**config.mk**
```make
export PLATFORM = sky130hd
export DESIGN_NAME = sce_point
export DESIGN_NICKNAME = d
export VERILOG_FILES = /design/src/sv/segment_circle_entry_point_macros.svh /design/src/sv/sce_pkg.sv /design/src/sv/sce_point.sv
export SDC_FILE = /design/constraint.sdc
export NUM_CORES = 2
export LEC_CHECK = 0
export BUFFER_PORTS_ARGS = -buffer_cell sky130_fd_sc_hd__buf_2
export CAP_MARGIN = 20
export CORE_MARGIN = 3
export CORE_UTILIZATION = 30
export DETAILED_ROUTE_END_ITERATION = 8
export PLACE_DENSITY_LB_ADDON = 0.05
export SYNTH_ARGS = -nofsm -noshare
export SYNTH_HDL_FRONTEND = slang
export SYNTH_SLANG_ARGS = --single-unit
```
**constraint.sdc**
```tcl
create_clock -name aclk -period 10.55 [get_ports aclk]
set_clock_uncertainty 0.1 [all_clocks]
set_input_delay 0.5275 -clock aclk [delete_from_list [all_inputs] [get_ports aclk]]
set_output_delay 0.5275 -clock aclk [all_outputs]
set_load 0.05 [all_outputs]
```
**src/sv/segment_circle_entry_point_macros.svh**
```systemverilog
// Assertion macros shared by the segment/circle entry point design.
`ifndef SEGMENT_CIRCLE_ENTRY_POINT_MACROS_SVH
`define SEGMENT_CIRCLE_ENTRY_POINT_MACROS_SVH

// Same-cycle implication, checked outside reset.
`define SCE_ASSERT_IMP(lbl, ante, cons, msg) \
    lbl: assert property (@(posedge aclk) disable iff (!aresetn) (ante) |-> (cons)) \
        else $error(msg);

// Next-cycle implication, checked also during reset.
`define SCE_ASSERT_NEXT(lbl, ante, cons, msg) \
    lbl: assert property (@(posedge aclk) (ante) |=> (cons)) \
        else $error(msg);

`endif

```
**src/sv/sce_pkg.sv**
```systemverilog
// Shared constants and types for the segment/circle entry point pipeline.
package sce_pkg;

    localparam int COORD_BITS  = 32;
    localparam int K_FRAC_BITS = 24;

    localparam int CW   = COORD_BITS;          // coordinate width
    localparam int RW   = COORD_BITS - 2;      // radius width
    localparam int DW   = CW + 1;              // coordinate difference width
    localparam int PW   = 2 * DW;              // product of two differences
    localparam int QW   = 2 * CW + 3;          // quadratic coefficient width
    localparam int MW   = QW - 1;              // coefficient magnitude width
    localparam int HW   = MW / 2;              // half of a magnitude
    localparam int DSW  = 2 * QW;              // discriminant width
    localparam int KW   = K_FRAC_BITS + 1;     // quantized k width
    localparam int SW   = QW + KW;             // square root width
    localparam int NW   = SW + 2;              // root numerator width
    localparam int MB   = K_FRAC_BITS + 2;     // quotient bits of the search index
    localparam int OW   = DW + KW + 1;         // offset product width

    localparam int IDXW = 2;
    localparam logic [IDXW-1:0] REG_CENTER_X = 2'd0;
    localparam logic [IDXW-1:0] REG_CENTER_Y = 2'd1;
    localparam logic [IDXW-1:0] REG_RADIUS   = 2'd2;

    // Per-request data that rides along the pipeline.
    typedef struct packed {
        logic                  ok;
        logic signed [CW-1:0]  px;
        logic signed [CW-1:0]  py;
        logic signed [DW-1:0]  dx;
        logic signed [DW-1:0]  dy;
        logic signed [QW-1:0]  a;
        logic signed [QW-1:0]  h;
    } side_t;

endpackage

```
**src/sv/sce_point.sv**
```systemverilog
// Crossing point from the quantized k, with the output register.
module sce_point (
    input  logic                           aclk,
    input  logic                           aresetn,
    input  logic                           en,
    input  logic                           in_valid,
    input  sce_pkg::side_t                 in_side,
    input  logic        [sce_pkg::MB-1:0]  in_m,
    output logic                           out_valid,
    output logic                           out_crosses,
    output logic signed [sce_pkg::CW-1:0]  out_x,
    output logic signed [sce_pkg::CW-1:0]  out_y
);

    localparam int CW = sce_pkg::CW;
    localparam int KW = sce_pkg::KW;
    localparam int MB = sce_pkg::MB;
    localparam int OW = sce_pkg::OW;
    localparam int KF = sce_pkg::K_FRAC_BITS;

    // Stage 1: round k to K_FRAC_BITS and scale the direction
    logic                 v1_reg, cross1_reg;
    logic signed [OW-1:0] ox1_reg, oy1_reg;
    logic signed [CW-1:0] px1_reg, py1_reg;
    logic [MB:0]          m_inc;
    logic signed [KW:0]   kq;

    always_comb begin
        m_inc = (MB+1)'(in_m) + (MB+1)'(1);
        kq    = $signed({1'b0, m_inc[KW:1]});
    end

    always_ff @(posedge aclk) begin
        if (!aresetn) begin
            v1_reg <= 1'b0;
        end else if (en) begin
            v1_reg <= in_valid;
        end
        if (en) begin
            cross1_reg <= in_side.ok;
            ox1_reg    <= in_side.dx * kq;
            oy1_reg    <= in_side.dy * kq;
            px1_reg    <= in_side.px;
            py1_reg    <= in_side.py;
        end
    end

    // Stage 2: round offsets to whole units and add the start point
    logic                 v2_reg, cross2_reg;
    logic signed [CW-1:0] x2_reg, y2_reg, x2_next, y2_next;
    logic signed [OW-1:0] rx, ry;

    always_comb begin
        rx      = (ox1_reg + (OW'(1) <<< (KF - 1))) >>> KF;
        ry      = (oy1_reg + (OW'(1) <<< (KF - 1))) >>> KF;
        x2_next = cross1_reg ? px1_reg + rx[CW-1:0] : '0;
        y2_next = cross1_reg ? py1_reg + ry[CW-1:0] : '0;
    end

    always_ff @(posedge aclk) begin
        if (!aresetn) begin
            v2_reg <= 1'b0;
        end else if (en) begin
            v2_reg <= v1_reg;
        end
        if (en) begin
            cross2_reg <= cross1_reg;
            x2_reg     <= x2_next;
            y2_reg     <= y2_next;
        end
    end

    assign out_valid   = v2_reg;
    assign out_crosses = cross2_reg;
    assign out_x       = x2_reg;
    assign out_y       = y2_reg;

endmodule

```
==> impl_summary.md <==
Global route
The global routing usage on met3 is 1.46%. Across every metal layer, demand over resource in global routing totals between 15 and 20%. The global-route wire length before repair is approximately 330 mm. The met1 capacity usage during global routing is between 20% and 30%. The via count of the first global-routing pass is 51,600. For this run the aggregate overflow at the end of global routing stands at 0.

After global routing, the most crowded layer is met2. The maximum number of pins on one net before global-route repair is 67. The number of antenna violations at the first check in global routing is 15. The met2 routing resource usage after global routing is about a third.

Layout
The storage element area is 5930 sq um. The layout cell share with drive strength beyond 1 is 6.04%. The layout-stage area growth over the synthesis result is 8.39%. In the final design database the tool counted a little over 9,000 nets. The layout has 23,200 filler cells. Summing all multi-input logic gate instances after layout gives 53,600 sq um.

Placed design
The detailed placer's ending HPWL is 164 mm. Input and output buffers added on the ports amount to 226. The routability-driven placement congestion ratio is 0.804.

Prior to clock tree synthesis, the placed netlist has a worst setup slack of 696 ps.

Worst setup path
The path length in cells of the critical path is 30. For this design, the slowest cell found on the critical path is sky130_fd_sc_hd__xor2_4. The family with the most delay on the worst path is adder cells. The cell count of the worst reg-to-reg path is 18.

The worst setup path is launched from a primary input. The type of destination of the critical path is a register. At the worst endpoint, the required time is 10,720 ps. The count of buffer and inverter cells on the critical path is 7. For this run, the slowest stage of the critical path takes a little under 600 ps. Data on the critical path arrives at its endpoint at 9570 ps. Along the worst path, the maximum fanout reaches 23. The class of the most critical setup path is primary input to register.

The most used cell along the critical path is sky130_fd_sc_hd__fa_1.

Clock network
The CTS tree is done. The clock passes through at most 2 buffers. At the later pin of the worst-skew pair, clock insertion delay measures 530 ps. The clock input transition at the sequential cells of the worst setup and hold paths is 110 ps.

The post-CTS setup-driven buffer insertion count is 0. Clock tree synthesis inserted a total of 17 buffers. The buffer type at the clock tree root is sky130_fd_sc_hd__clkbuf_16. The H-tree generated during clock tree synthesis spans 4 levels. CTS saw 198 sinks.

Yosys
The average instance in the mapped netlist occupies 9.66 sq um. After technology mapping, the gate count stands at just under 7,000. Counting flops with an async set or reset pin after synthesis yields a share of 0%. The portion of the post-synthesis area used by sequential elements is roughly 9%. Summing every instance area after synthesis gives 66,500 sq um. Yosys mapped a number of flops with a built-in enable equal to slightly below 200. The number of storage elements in the synthesis netlist is roughly 200.

The most common flop cell mapped by yosys is sky130_fd_sc_hd__edfxtp_1. The synthesized net count is a little over 9,000. The number of warnings reported in the yosys synthesis log is 0.

In this run, distinct cell masters in the synthesized netlist total 81.

Floorplan
In this run the horizontal extent of the chip is 477 um. The row count is 172. The die is ~480 um tall. The area of the core is 220,000 sq um. The count of pins on the block boundary is 361. The area of the die is between 200,000 and 250,000 sq um. The initial utilization of the core area, before any placement, comes to about 30%.

STA
The number of setup violations in the final report is 0. The count of endpoints failing hold in the final timing report is 0. The smallest clock period supported by the final layout is computed as around 9400 ps. The worst path meets setup with 1150 ps of slack. Based on the critical path, the design can be clocked at up to about 110 MHz. For the pin with the worst max-slew slack, the measured transition is around 1100 ps.

Setup repair after global routing left no endpoint under its margin. The sum of negative setup slack is 0 ps. The share of the clock period used by the worst path is 89.1%. The worst pin sits at a relative slew slack of a little over a quarter. The number of max-slew violations in the final report was 0.

Route
Summing over every cut layer, the via total after detailed routing is 45,400. The length of the first detailed-routing pass in iterations is 5. Summed over all layers, the routed wires come to 214 mm. After detailed routing, the number of vias per cell comes to between 4 and 5.

The wire length per cell after detailed routing is 21.6 um. For this run, design rule violations remaining after detail routing come to 0. The count of antenna-violating nets left after detailed routing is 0. The detailed router finished its first iteration with 2,180 violations.

Hold path
Counting instances, the worst hold path has a depth of 1. The worst min-delay path category is primary input to register.

Outcome
The flow ran to the end, and the final reports show no timing, DRC or antenna violations.

Flow run
Across the run, the number of max-cap violations was 0.
metal layers:
| metal | part of all wire (%) | vias up |
|---|---|---|
| li1 | - | 20200 |
| met1 | 46 | 24400 |
| met2 | 50 | 677 |
| met3 | 2.7 | 128 |
| met4 | 1.4 | 6 |
| met5 | 0.014 | - |
final timing paths:
check / from / to / slack (ps)
hold reg to reg: v1_reg$_SDFFE_PN0P_ / out_valid$_SDFFE_PN0P_ / 430
setup / recovery: in_m[3] / ox1_reg[50]$_DFFE_PP_ / 1150
hold / removal: in_side[225] / py1_reg[25]$_DFFE_PP_ / 70
setup reg to reg: ox1_reg[25]$_DFFE_PP_ / out_x[30]$_SDFFCE_PN0P_ / 5530
repair_timing:
item | CTS | global route
setup endpoints to repair | 0 | 0
hold endpoints to repair | 2 | 0
resized for setup | 0 | 0
hold buffers | 2 | 0
layout by cell type, fill, tap and decap left out, types with 5 or more instances in the layout:
| cell type | Yosys | layout |
|---|---|---|
| sky130_fd_sc_hd__a211o_1 | 6 | 6 |
| sky130_fd_sc_hd__a211oi_1 | 19 | 19 |
| sky130_fd_sc_hd__a21o_1 | 69 | 69 |
| sky130_fd_sc_hd__a21oi_1 | 128 | 128 |
| sky130_fd_sc_hd__a221oi_1 | 6 | 6 |
| sky130_fd_sc_hd__a31oi_1 | 15 | 15 |
| sky130_fd_sc_hd__and2_1 | 500 | 500 |
| sky130_fd_sc_hd__and3_1 | 41 | 41 |
| sky130_fd_sc_hd__and4_1 | 9 | 9 |
| sky130_fd_sc_hd__buf_12 | 0 | 20 |
| sky130_fd_sc_hd__buf_2 | 15 | 225 |
| sky130_fd_sc_hd__buf_4 | 0 | 82 |
| sky130_fd_sc_hd__clkbuf_16 | 0 | 17 |
| sky130_fd_sc_hd__diode_2 | 0 | 12 |
| sky130_fd_sc_hd__edfxtp_1 | 196 | 196 |
| sky130_fd_sc_hd__fa_1 | 1638 | 1638 |
| sky130_fd_sc_hd__ha_1 | 369 | 368 |
| sky130_fd_sc_hd__inv_1 | 1612 | 1612 |
| sky130_fd_sc_hd__inv_6 | 0 | 5 |
| sky130_fd_sc_hd__nand2_1 | 760 | 760 |
| sky130_fd_sc_hd__nand2b_1 | 24 | 24 |
| sky130_fd_sc_hd__nand3_1 | 62 | 62 |
| sky130_fd_sc_hd__nand4_1 | 43 | 43 |
| sky130_fd_sc_hd__nor2_1 | 77 | 77 |
| sky130_fd_sc_hd__nor2b_1 | 525 | 525 |
| sky130_fd_sc_hd__nor3_1 | 16 | 16 |
| sky130_fd_sc_hd__o211ai_1 | 11 | 11 |
| sky130_fd_sc_hd__o21a_1 | 18 | 18 |
| sky130_fd_sc_hd__o21ai_0 | 63 | 63 |
| sky130_fd_sc_hd__o21ai_1 | 13 | 13 |
| sky130_fd_sc_hd__o21bai_1 | 19 | 19 |
| sky130_fd_sc_hd__or2_2 | 7 | 7 |
| sky130_fd_sc_hd__xnor2_1 | 176 | 164 |
| sky130_fd_sc_hd__xnor2_2 | 2 | 12 |
| sky130_fd_sc_hd__xor2_1 | 64 | 54 |
| sky130_fd_sc_hd__xor2_4 | 0 | 10 |
cells by family (layout without fill, tap and decap cells):
| group | after synthesis | count (layout) | share of synthesized area, % |
|---|---|---|---|
| fa+ha+maj | 2007 | 2007 | 56.3 |
| compound gates | 417 | 417 | 4.18 |
| flops | 198 | 198 | 8.92 |
| other cells | 0 | 12 | 0 |
| buf+inv | 1933 | 1975 | 11.0 |
| mux | 2 | 2 | 0.0301 |
| simple gates | 2084 | 2084 | 16.4 |
| xor+xnor | 242 | 242 | 3.21 |
area by class of cell:
cell class	instances	area share, %
multi-input cells	4752	74.3
inverters	1612	8.40
flip-flops and latches	198	8.23
well taps	2958	5.14
repair buffers	331	3.06
clock buffers	17	0.591
clock inverters	15	0.200
diodes	12	0.0417
stage by stage:
stage	hold slack [ps]	util (%)	cells	cell area, sq um
finish	65.1	32.8	9895	72000
global route	24.6	32.7	9886	72000
CTS	4.14	32.7	9882	72000
detailed placement	426	32.5	9848	71400
global placement	394	32.5	9848	71400
floorplan	382	-	6883	66500
cell usage after synthesis, types with 16 or more instances:
master | instances | area (sq um)
sky130_fd_sc_hd__nand3_1 | 62 | 310
sky130_fd_sc_hd__a21o_1 | 69 | 518
sky130_fd_sc_hd__nor2b_1 | 525 | 3280
sky130_fd_sc_hd__a21oi_1 | 128 | 641
sky130_fd_sc_hd__nand2b_1 | 24 | 150
sky130_fd_sc_hd__xor2_1 | 64 | 561
sky130_fd_sc_hd__ha_1 | 369 | 4620
sky130_fd_sc_hd__o21ai_0 | 63 | 315
sky130_fd_sc_hd__and2_1 | 500 | 3130
sky130_fd_sc_hd__clkbuf_1 | 305 | 1140
sky130_fd_sc_hd__and3_1 | 41 | 257
sky130_fd_sc_hd__xnor2_1 | 176 | 1540
sky130_fd_sc_hd__fa_1 | 1638 | 32800
sky130_fd_sc_hd__nand4_1 | 43 | 269
sky130_fd_sc_hd__a211oi_1 | 19 | 143
sky130_fd_sc_hd__inv_1 | 1612 | 6050
sky130_fd_sc_hd__edfxtp_1 | 196 | 5890
sky130_fd_sc_hd__o21bai_1 | 19 | 143
sky130_fd_sc_hd__nand2_1 | 760 | 2850
sky130_fd_sc_hd__nor3_1 | 16 | 80.1
sky130_fd_sc_hd__o21a_1 | 18 | 135
sky130_fd_sc_hd__nor2_1 | 77 | 289
Power is left out: the tool's default activity adds up to more than one toggle a clock period on the data nets, which glitch-free logic cannot reach.
